$ cat config.mk
export PLATFORM = sky130hd
export DESIGN_NAME = button_debounce_long_press_unit
export DESIGN_NICKNAME = d
export VERILOG_FILES = /design/src/rtl/bdlp_pkg.sv /design/src/rtl/button_debounce_long_press_unit.sv /design/src/rtl/bdlp_cell.sv
export SDC_FILE = /design/constraint.sdc
export NUM_CORES = 2
export LEC_CHECK = 0
export ABC_AREA = 1
export BUFFER_PORTS_ARGS = -buffer_cell sky130_fd_sc_hd__buf_2
export CORE_AREA = 2 2 474 476
export CTS_CLUSTER_DIAMETER = 80
export DETAILED_ROUTE_END_ITERATION = 16
export DIE_AREA = 0 0 476 478
export HOLD_SLACK_MARGIN = 0.12
export PLACE_DENSITY = 0.42
export REMOVE_ABC_BUFFERS = 1
export SLEW_MARGIN = 15
export SYNTH_ARGS = -nofsm -noshare
export SYNTH_HDL_FRONTEND = slang
export SYNTH_HIERARCHICAL = 1
export SYNTH_SLANG_ARGS = --single-unit
$ cat constraint.sdc
create_clock -name clk -period 3 [get_ports clk]
set_input_delay 0.45 -clock clk [delete_from_list [all_inputs] [get_ports clk]]
set_output_delay 0.45 -clock clk [all_outputs]
set_load 0.03 [all_outputs]
$ cat src/rtl/bdlp_pkg.sv
// ---------------------------------------------------------------------------
// bdlp_pkg: shared types and constants
// Button count, event codes, register indexes and the event slot that
// travels along the cell chain.
// ---------------------------------------------------------------------------
package bdlp_pkg;

  localparam int NUM_BUTTONS = 16;
  localparam int IDX_W       = $clog2(NUM_BUTTONS);
  localparam int LEVEL_W     = 16;
  localparam int TICKS_W     = 16;
  localparam int COUNT_W     = 5;
  localparam int CFG_IDX_W   = 2;
  localparam int CFG_W       = 16;
  localparam int KIND_W      = 2;
  localparam int OUT_DATA_W  = 8;
  localparam int SLOT_CNT    = 2 * NUM_BUTTONS;

  // event codes
  typedef enum logic [KIND_W-1:0] {
    EV_PRESS   = 2'd0,
    EV_RELEASE = 2'd1,
    EV_LONG    = 2'd2
  } ev_kind_t;

  // configuration register indexes
  typedef enum logic [CFG_IDX_W-1:0] {
    REG_DEBOUNCE = 2'd0,
    REG_LONG     = 2'd1,
    REG_MASK     = 2'd2,
    REG_IN_USE   = 2'd3
  } reg_idx_t;

  // sequencer states
  typedef enum logic {
    ST_IDLE,
    ST_SCAN
  } state_t;

  // one event slot
  typedef struct packed {
    logic             valid;
    logic [IDX_W-1:0] idx;
    ev_kind_t         kind;
  } evt_t;

  // control shared by all cells
  typedef struct packed {
    logic               tick;
    logic               shift;
    logic [TICKS_W-1:0] deb_ticks;
    logic [TICKS_W-1:0] long_ticks;
  } cell_ctl_t;

endpackage

$ cat src/rtl/button_debounce_long_press_unit.sv
// ---------------------------------------------------------------------------
// button_debounce_long_press_unit: debouncer with long-press events
// Sixteen button cells in a row; a tick updates the cells in use and the events
// they raise are shifted out through cell zero into an output register.
// ---------------------------------------------------------------------------
// Usage:
//   in_*   : one request per tick, in_tdata holds the raw pin levels.
//   out_*  : one request per event, ascending button order, long press
//            before press/release of the same button; out_tlast marks the
//            final event of the tick. A tick with no event gives nothing.
//   cfg_*  : register writes; the user must make them only while idle,
//            the unit itself does not enforce this.
// Flow:
//   an accepted tick starts a scan in which the chain of 32 slots shifts
//   once per cycle while the head slot is empty or the output register is
//   free; a new tick is taken only once all slots are empty.
// Reset:
//   rst_n clears all button state, loads the register defaults and leaves
//   the unit idle with no pending event.
// Stall:
//   while the output register is full and out_tready is low the chain holds
//   at a valid head slot; the last event of a tick may wait in the output
//   register while the next tick is accepted.
// ---------------------------------------------------------------------------
module button_debounce_long_press_unit
  import bdlp_pkg::*;
(
  input  logic                  clk,
  input  logic                  rst_n,
  // tick request
  input  logic                  in_tvalid,
  output logic                  in_tready,
  input  logic [LEVEL_W-1:0]    in_tdata,   // [15:0] pin_levels
  // event request
  output logic                  out_tvalid,
  input  logic                  out_tready,
  output logic [OUT_DATA_W-1:0] out_tdata,  // [3:0] button_index, [5:4] event_kind
  output logic                  out_tlast,  // last_event
  // register writes
  input  logic                  cfg_we,
  input  logic [CFG_IDX_W-1:0]  cfg_index,
  input  logic [CFG_W-1:0]      cfg_wdata
);

  state_t               state_r, state_nxt;
  logic [TICKS_W-1:0]   deb_ticks_r;
  logic [TICKS_W-1:0]   long_ticks_r;
  logic [LEVEL_W-1:0]   mask_r;
  logic [COUNT_W-1:0]   in_use_r;
  logic                 out_valid_r, out_valid_nxt;
  evt_t                 out_evt_r, out_evt_nxt;
  logic                 out_last_r, out_last_nxt;

  evt_t                 slot_a [NUM_BUTTONS];
  evt_t                 slot_b [NUM_BUTTONS];
  evt_t                 chain_in [NUM_BUTTONS];
  logic [SLOT_CNT-1:0]  slot_valid;
  cell_ctl_t            ctl;
  logic                 in_acc;
  logic                 out_free;
  logic                 head_valid;
  logic                 any_valid;
  logic                 rest_valid;

  // configuration registers
  always_ff @(posedge clk) begin
    if (!rst_n) begin
      deb_ticks_r  <= TICKS_W'(20);
      long_ticks_r <= TICKS_W'(1000);
      mask_r       <= '1;
      in_use_r     <= '0;
    end else if (cfg_we) begin
      case (reg_idx_t'(cfg_index))
        REG_DEBOUNCE: deb_ticks_r  <= cfg_wdata[TICKS_W-1:0];
        REG_LONG:     long_ticks_r <= cfg_wdata[TICKS_W-1:0];
        REG_MASK:     mask_r       <= cfg_wdata[LEVEL_W-1:0];
        REG_IN_USE:   in_use_r     <= cfg_wdata[COUNT_W-1:0];
        default:      ;
      endcase
    end
  end

  assign in_tready  = (state_r == ST_IDLE);
  assign in_acc     = in_tvalid && in_tready;
  assign out_free   = !out_valid_r || out_tready;
  assign head_valid = slot_a[0].valid;
  assign any_valid  = |slot_valid;
  assign rest_valid = |slot_valid[SLOT_CNT-1:1];

  // shared cell control
  always_comb begin
    ctl.tick       = in_acc;
    ctl.shift      = (state_r == ST_SCAN) && (!head_valid || out_free);
    ctl.deb_ticks  = deb_ticks_r;
    ctl.long_ticks = long_ticks_r;
  end

  // row of button cells
  for (genvar i = 0; i < NUM_BUTTONS; i++) begin : g_cell
    if (i == NUM_BUTTONS - 1) begin : g_end
      assign chain_in[i] = '0;
    end else begin : g_mid
      assign chain_in[i] = slot_a[i+1];
    end

    bdlp_cell u_cell (
      .clk    (clk),
      .rst_n  (rst_n),
      .ctl    (ctl),
      .idx    (IDX_W'(i)),
      .en     (COUNT_W'(i) < in_use_r),
      .level  (in_tdata[i]),
      .pol    (mask_r[i]),
      .nxt_a  (chain_in[i]),
      .slot_a (slot_a[i]),
      .slot_b (slot_b[i])
    );

    assign slot_valid[2*i]   = slot_a[i].valid;
    assign slot_valid[2*i+1] = slot_b[i].valid;
  end

  // next state
  always_comb begin
    state_nxt = state_r;
    case (state_r)
      ST_IDLE: if (in_acc) state_nxt = ST_SCAN;
      ST_SCAN: if (!any_valid) state_nxt = ST_IDLE;
      default: state_nxt = ST_IDLE;
    endcase
  end

  // output register
  always_comb begin
    out_valid_nxt = out_valid_r;
    out_evt_nxt   = out_evt_r;
    out_last_nxt  = out_last_r;
    if (out_valid_r && out_tready) begin
      out_valid_nxt = 1'b0;
    end
    if ((state_r == ST_SCAN) && head_valid && out_free) begin
      out_valid_nxt = 1'b1;
      out_evt_nxt   = slot_a[0];
      out_last_nxt  = !rest_valid;
    end
  end

  always_ff @(posedge clk) begin
    if (!rst_n) begin
      state_r     <= ST_IDLE;
      out_valid_r <= 1'b0;
    end else begin
      state_r     <= state_nxt;
      out_valid_r <= out_valid_nxt;
    end
  end

  always_ff @(posedge clk) begin
    out_evt_r  <= out_evt_nxt;
    out_last_r <= out_last_nxt;
  end

  assign out_tvalid = out_valid_r;
  assign out_tdata  = OUT_DATA_W'({out_evt_r.kind, out_evt_r.idx});
  assign out_tlast  = out_last_r;

  // checks
  a_idle_empty: assert property (@(posedge clk) disable iff (!rst_n)
    (state_r == ST_IDLE) |-> !any_valid)
    else $error("event slots pending while idle");

  a_tick_scan: assert property (@(posedge clk) disable iff (!rst_n)
    in_acc |=> (state_r == ST_SCAN))
    else $error("tick accepted without scan");

  a_kind_ok: assert property (@(posedge clk) disable iff (!rst_n)
    out_tvalid |-> (out_evt_r.kind == EV_PRESS || out_evt_r.kind == EV_RELEASE ||
                    out_evt_r.kind == EV_LONG))
    else $error("bad event kind");

  a_head_hold: assert property (@(posedge clk) disable iff (!rst_n)
    ((state_r == ST_SCAN) && head_valid && !out_free) |=> head_valid)
    else $error("head event lost under stall");

endmodule

$ cat src/rtl/bdlp_cell.sv
// ---------------------------------------------------------------------------
// bdlp_cell: state of one button
// Holds the debounce and long-press countdowns of one button, updates them
// on a tick and loads up to two events into its slots; the slots then shift
// toward cell zero one place per cycle whenever the shift control is set.
// ---------------------------------------------------------------------------
module bdlp_cell
  import bdlp_pkg::*;
(
  input  logic             clk,
  input  logic             rst_n,
  input  cell_ctl_t        ctl,
  input  logic [IDX_W-1:0] idx,
  input  logic             en,
  input  logic             level,
  input  logic             pol,
  input  evt_t             nxt_a,
  output evt_t             slot_a,
  output evt_t             slot_b
);

  logic               prev_r, prev_nxt;
  logic [TICKS_W-1:0] deb_rem_r, deb_rem_nxt;
  logic               deb_run_r, deb_run_nxt;
  logic               pf_r, pf_nxt;
  logic [TICKS_W-1:0] long_rem_r, long_rem_nxt;
  logic               long_run_r, long_run_nxt;
  evt_t               a_r, a_nxt;
  evt_t               b_r, b_nxt;

  logic long_exp;
  logic deb_exp;
  logic btn_down;

  assign long_exp   = long_run_r && (long_rem_r <= TICKS_W'(1));
  assign deb_exp    = deb_run_r && (deb_rem_r <= TICKS_W'(1));
  assign btn_down   = pol ? !level : level;

  // per-tick update of the button state, slot shift between ticks
  always_comb begin
    prev_nxt     = prev_r;
    deb_rem_nxt  = deb_rem_r;
    deb_run_nxt  = deb_run_r;
    pf_nxt       = pf_r;
    long_rem_nxt = long_rem_r;
    long_run_nxt = long_run_r;
    a_nxt        = a_r;
    b_nxt        = b_r;
    if (ctl.tick) begin
      a_nxt = '{valid: 1'b0, idx: idx, kind: EV_LONG};
      b_nxt = '{valid: 1'b0, idx: idx, kind: EV_PRESS};
      if (en) begin
        // long-press countdown comes first
        if (long_run_r) begin
          if (long_exp) begin
            long_rem_nxt = '0;
            long_run_nxt = 1'b0;
            a_nxt.valid  = pf_r;
          end else begin
            long_rem_nxt = long_rem_r - TICKS_W'(1);
          end
        end
        // debounce outcome
        if (level != prev_r) begin
          prev_nxt    = level;
          deb_rem_nxt = ctl.deb_ticks;
          deb_run_nxt = 1'b1;
        end else if (deb_exp) begin
          deb_rem_nxt = '0;
          deb_run_nxt = 1'b0;
          if (btn_down && !pf_r) begin
            pf_nxt       = 1'b1;
            long_rem_nxt = ctl.long_ticks;
            long_run_nxt = 1'b1;
            b_nxt.valid  = 1'b1;
            b_nxt.kind   = EV_PRESS;
          end else if (!btn_down && pf_r) begin
            pf_nxt       = 1'b0;
            long_rem_nxt = '0;
            long_run_nxt = 1'b0;
            b_nxt.valid  = 1'b1;
            b_nxt.kind   = EV_RELEASE;
          end
        end else if (deb_run_r) begin
          deb_rem_nxt = deb_rem_r - TICKS_W'(1);
        end
      end
    end else if (ctl.shift) begin
      a_nxt = b_r;
      b_nxt = nxt_a;
    end
  end

  // state registers
  always_ff @(posedge clk) begin
    if (!rst_n) begin
      prev_r     <= 1'b0;
      deb_rem_r  <= '0;
      deb_run_r  <= 1'b0;
      pf_r       <= 1'b0;
      long_rem_r <= '0;
      long_run_r <= 1'b0;
      a_r        <= '0;
      b_r        <= '0;
    end else begin
      prev_r     <= prev_nxt;
      deb_rem_r  <= deb_rem_nxt;
      deb_run_r  <= deb_run_nxt;
      pf_r       <= pf_nxt;
      long_rem_r <= long_rem_nxt;
      long_run_r <= long_run_nxt;
      a_r        <= a_nxt;
      b_r        <= b_nxt;
    end
  end

  assign slot_a = a_r;
  assign slot_b = b_r;

endmodule

# [Word level (Yosys, flattened, before mapping)]
# Index checks and enable logic that the tools add are counted.
[totals] ram_bits=0 register_bits=862 romBits=0 n_memories=0 latchBits=0 wordCells=1219
[op_classes] mul=0 div=0 shifts=0 addsub=32 n_eq_ne=19 n_lt_le_gt_ge=48 bitwise_logic=18 n_reduce_logical=260 mux=597
[op_table] operator="$mux W16" count=144
[op_table] operator="$le A16 B1 Y1 const B" count=32
[op_table] operator="$sub A16 B1 Y16 const B" count=32
[op_table] operator="$mux W7" count=64
[op_table] operator="$mux W1" count=324
[op_table] operator="$reduce_and A3 Y1" count=48
[op_table] operator="$mux W2" count=64
[op_table] operator="$reduce_and A5 Y1" count=16
[op_table] operator="$logic_and A1 B1 Y1" count=69
[op_table] operator="$reduce_bool A2 Y1" count=34
[op_table] operator="$logic_not A1 Y1" count=51
[op_table] operator="$reduce_bool A3 Y1" count=16
[op_table] operator="$lt A4 B5 Y1 const A" count=8
[op_table] operator="$reduce_and A2 Y1" count=20
[op_table] operator="$reduce_or A32 Y1" count=1
[op_table] operator="$reduce_or A31 Y1" count=1
[op_table] operator="$lt A3 B5 Y1 const A" count=4
[op_table] operator="$not A1 Y1" count=18
[op_table] operator="$ne A1 B1 Y1" count=16
[op_table] operator="$lt A1 B5 Y1 const A" count=2
[op_table] operator="$lt A2 B5 Y1 const A" count=2
[op_table] operator="$eq A2 B2 Y1 const B" count=2
[op_table] operator="$eq A2 B1 Y1 const B" count=1
[op_table] operator="$logic_not A2 Y1" count=1
[op_table] operator="other kinds (3)" count=4

# [Logic depth before layout (Yosys ltp)]
[logic_depth] word_depth=10 mapped_depth=12 mapped_depth_nobuf=11

# [Hierarchy]
# The synthesis kept the hierarchy.
[modules_own_cells] module="bdlp_cell (g_cell[10].u_cell ...)" area_per_inst_um2=3319.4 seq_area_each_um2=1001.0 cells_per_inst=508 n_inst=9
[modules_own_cells] module="bdlp_cell (g_cell[0].u_cell ...)" area_per_inst_um2=3300.7 seq_area_each_um2=1001.0 cells_per_inst=510 n_inst=7
[modules_own_cells] module="button_debounce_long_press_unit" area_per_inst_um2=2439.8 seq_area_each_um2=1311.3 cells_per_inst=318 n_inst=1

# [Worst setup path after synthesis]
# No wires, ideal clock.
[synth_path] kind="input to register" startpoint="input out_tready" endpoint="register g_cell[0].u_cell.b_r, in the netlist g_cell[0].u_cell/slot_b[2]" setup_time_ns=0.057 setup_slack_ns=0.609 stages=10 arrival_ns=2.334 path_cell_list="inv_1 nand3_1 nand2_1 inv_1 inv_1 nor2_1 nand2_1 nand3_1 nand2_1 inv_1"
[synth_lines] item="start, declared" line="button_debounce_long_press_unit.sv:36" text="input logic out_tready,"
[synth_lines] item="end signal, assigned" line="bdlp_cell.sv:113" text="b_r <= b_nxt;"
[synth_lines] item="end, declared" line="bdlp_cell.sv:29" text="evt_t b_r, b_nxt;"

# [Final worst setup path]
[layout_path] startpoint="register in_use_r[0]" endpoint="register g_cell[2].u_cell.deb_rem_r[7]"
[layout_via] elab_chain_len=2
[layout_rtl] item="start, declared" line="button_debounce_long_press_unit.sv:49" text="logic [COUNT_W-1:0] in_use_r;"
[layout_rtl] item="start signal, assigned" line="button_debounce_long_press_unit.sv:77" text="REG_IN_USE: in_use_r <= cfg_wdata[COUNT_W-1:0];"
[layout_rtl] item="$lt A2 B5 Y1" line="button_debounce_long_press_unit.sv:111" text=".en (COUNT_W'(i) < in_use_r),"
[layout_rtl] item="$reduce_and A3 Y1 (no source line)"
[layout_rtl] item="end signal, assigned" line="bdlp_cell.sv:107" text="deb_rem_r <= deb_rem_nxt;"
[layout_rtl] item="end, declared" line="bdlp_cell.sv:23" text="logic [TICKS_W-1:0] deb_rem_r, deb_rem_nxt;"
# No other way between the ends.
# A chain may end at the register's enable or synchronous reset.

==> insert_results.sql <==
INSERT INTO impl_metrics (metric_group, metric, value, unit) VALUES
('timing', 'finalMaxSlewViolations', '0', ''),
('routing', 'detailedRoute.firstPassIterationCount', '5', ''),
('clocking', 'cts.repair.resized', '0', ''),
('setup_path', 'r2r_start', 'in_use_r[0]', ''),
('yosys', 'synthesis.area', '55400', 'um^2'),
('timing', 'timing.slew.headroom', '0.227', ''),
('place', 'place_inst', '11400', ''),
('yosys', 'synth_enable_flop_cells', '7', ''),
('run_status', 'outcome', 'complete, no violations', ''),
('global_route', 'grt_start_max_net_pins', '77', ''),
('routing', 'drtAntennaViolNets', '0', ''),
('finish', 'post_route_cells_drive_above_1_share', '0.124', ''),
('clocking', 'cts_setup_buffers', '0', ''),
('setup_path', 'arrival', '3.20', 'ns'),
('finish', 'post_route_cell_area', '63200', 'um^2'),
('yosys', 'yosys_warnings', '6', ''),
('place', 'routabilityCongestion', '0.825', ''),
('pwr', 'p_per_area', '541', 'nW/um^2'),
('pwr', 'post-layout-total-power', '34.2', 'mW'),
('pwr', 'power.ir.vdd_worst', '0.432', 'mV'),
('worst_hold_path', 'hold_path.class', 'primary input to register', ''),
('place', 'place.detailed.hpwl', '129', 'mm'),
('setup_path', 'crit_end', 'g_cell[2].u_cell/deb_rem_r[7]', ''),
('global_route', 'grt_pass1_vias', '50557', ''),
('finish', 'area.growth.synth_to_final', '14.0', '%'),
('floorplanning', 'core', '223000', 'um^2'),
('floorplanning', 'die_width', '476', 'um'),
('yosys', 'synth_sequential_area_ratio', '0.313', ''),
('timing', 'timing.clock.skew', '0.0265', 'ns'),
('clocking', 'clock_latency', '0.75', 'ns'),
('place', 'numPortBuffers', '47', ''),
('flow_run', 'total_of_max_cap_violations', '0', ''),
('place', 'post_dp_cell_area', '58900', 'um^2'),
('yosys', 'synthDominantAreaCellType', 'dfxtp_1', ''),
('routing', 'routedWlPerCell', '16.9', 'um'),
('yosys', 'synth_cells', '8460', ''),
('clocking', 'cts_hold_buf', '35', ''),
('clocking', 'clk_pin_slew', '0.06', 'ns'),
('setup_path', 'r2r_cells', '8', ''),
('timing', 'highest_clock_rate', '0.389', 'GHz'),
('routing', 'drc', '0', ''),
('yosys', 'synth.area.top_cells', 'dfxtp_1 (31%), nand2_1 (13%), nor2_1 (8.3%)', ''),
('setup_path', 'cp-start-kind', 'register', ''),
('yosys', 'yosys.area.top_type_share', '0.309', ''),
('yosys', 'post_synth_most_frequent_cells', 'nand2_1 (1874), nor2_1 (1221), inv_1 (972), dfxtp_1 (855), a21oi_1 (685)', ''),
('yosys', 'synth_area_per_cell', '6.55', 'um^2'),
('global_route', 'grt_util_all_layers', '0.169', ''),
('yosys', 'synth.lib_cells_used.distinct', '43', ''),
('timing', 'fin_crit_sh', '0.856', ''),
('clocking', 'clock_tree.buffer_depth', '3', ''),
('routing', 'vias_per_cell', '4.55', ''),
('yosys', 'yosys.cell_count.top_type', 'nand2_1', ''),
('timing', 'hold_slack', '0.186', 'ns'),
('floorplanning', 'die_height', '478', 'um'),
('yosys', 'dominantRegCellSynth', 'dfxtp_1', ''),
('timing', 'final.setup.tns', '0', 'ns'),
('routing', 'routed-via-count', '52999', ''),
('yosys', 'ys_seq_elements', '862', ''),
('setup_path', 'reg2reg_setup_slack', '0.43', 'ns'),
('yosys', 'share_of_flip_flops_with_an_asynchronous_set_or_reset', '0', ''),
('global_route', 'grt_first_pass_wirelength', '304', 'mm'),
('finish', 'nets', '8690', ''),
('floorplanning', 'initial_core_util', '0.248', ''),
('setup_path', 'worstSetupPathType', 'register to register', ''),
('floorplanning', 'die_area', '228000', 'um^2'),
('timing', 'final_hold_viol_count', '0', ''),
('setup_path', 'regToRegEndpoint', 'g_cell[2].u_cell/deb_rem_r[7]', ''),
('timing', 'worst_slack', '0.432', 'ns'),
('setup_path', 'path_max_fanout', '25', ''),
('routing', 'finalWirelength', '196', 'mm'),
('global_route', 'grt_overflow_total', '0', '');
## worst min path at each step
stage,startpoint,endpoint,slack [ns],depth (start not counted)
after CTS,cfg_we,in_use_r[2],0.12,3
after global placement,g_cell[0].u_cell/slot_a[0],out_tdata[4],0.42,0
final,cfg_we,in_use_r[2],0.19,3
after floorplan,g_cell[0].u_cell/slot_a[2],out_tdata[0],0.41,0
after global routing,cfg_we,in_use_r[2],0.14,3
after detailed placement,g_cell[0].u_cell/slot_a[0],out_tdata[4],0.43,0
## routing by layer
| layer | up-vias | GRT usage | routed length [um] |
|---|---|---|---|
| met1 | 24684 | 0.237 | 96300 |
| li1 | 27168 | - | - |
| met5 | - | 0 | 23 |
| met4 | 4 | 0.0394 | 4600 |
| met2 | 898 | 0.275 | 88400 |
| met3 | 245 | 0.0202 | 6880 |
## power by group
group	total [mW]	switching, mW	internal, mW
Clock	14.5	5.75	8.80
Sequential	12.9	0.836	12.1
Combinational	6.70	4.43	2.27
## placed cells by master (no fill, tap or decap), drive strengths merged
master and count:
a21oi 847, a31o 18, a31oi 33, buf 156
bufinv 15, clkbuf 157, clkinv 39, clkinvlp 6
conb 73, dfxtp 855, diode 4, dlygate4sd3 35
edfxtp 7, ha 96, inv 1050, nand2 1925
nand3 554, nand3b 14, nand4 80, nor2 1450
nor3 84, nor4 33, o21a 26, o21ai 741
or2 41, xnor2 30, xor2 281
## registers in the layout (all words and copies together) (netlist names), 6 cells and up
register,flops
g_cell.u_cell/deb_rem_r,256
g_cell.u_cell/long_rem_r,256
g_cell.u_cell/slot_a,112
g_cell.u_cell/slot_b,112
deb_ticks_r,16
g_cell.u_cell/deb_run_r,16
g_cell.u_cell/long_run_r,16
g_cell.u_cell/pf_r,16
g_cell.u_cell/prev_r,16
long_ticks_r,16
mask_r,16
out_tdata,6
## cells by family (layout without fill, tap and decap cells)
kind of cell / count (synthesis) / count (layout) / share of synthesized area
XOR/XNOR: 311 / 311 / 0.0491
AND/OR/NAND/NOR: 4181 / 4181 / 0.338
buffers and inverters: 1343 / 1458 / 0.108
other: 2 / 77 / 0.000136
flip-flops: 862 / 862 / 0.313
AO/OA/AOI/OAI: 1665 / 1665 / 0.170
adder cells (fa/ha/maj): 96 / 96 / 0.0217
## critical path: stages (launching register included)
cell     delay [ns]
dfxtp_1        0.35
inv_1          0.10
o21ai_0        0.81
nand2_2        0.13
inv_2          0.39
o21ai_4        0.20
buf_4          0.22
a21oi_1        0.16
a21oi_2        0.07
## final cells by class
cell class | count | area, um^2
diodes | 4 | 10.0
fillers | 24827 | 160000
multi-input cells | 6326 | 32400
clock buffers | 157 | 3250
clock inverters | 46 | 662
inverters | 1064 | 4120
flip-flops and latches | 862 | 17400
well taps | 2992 | 3740
repair buffers | 191 | 1630
Power figures use the tool's default switching activity.
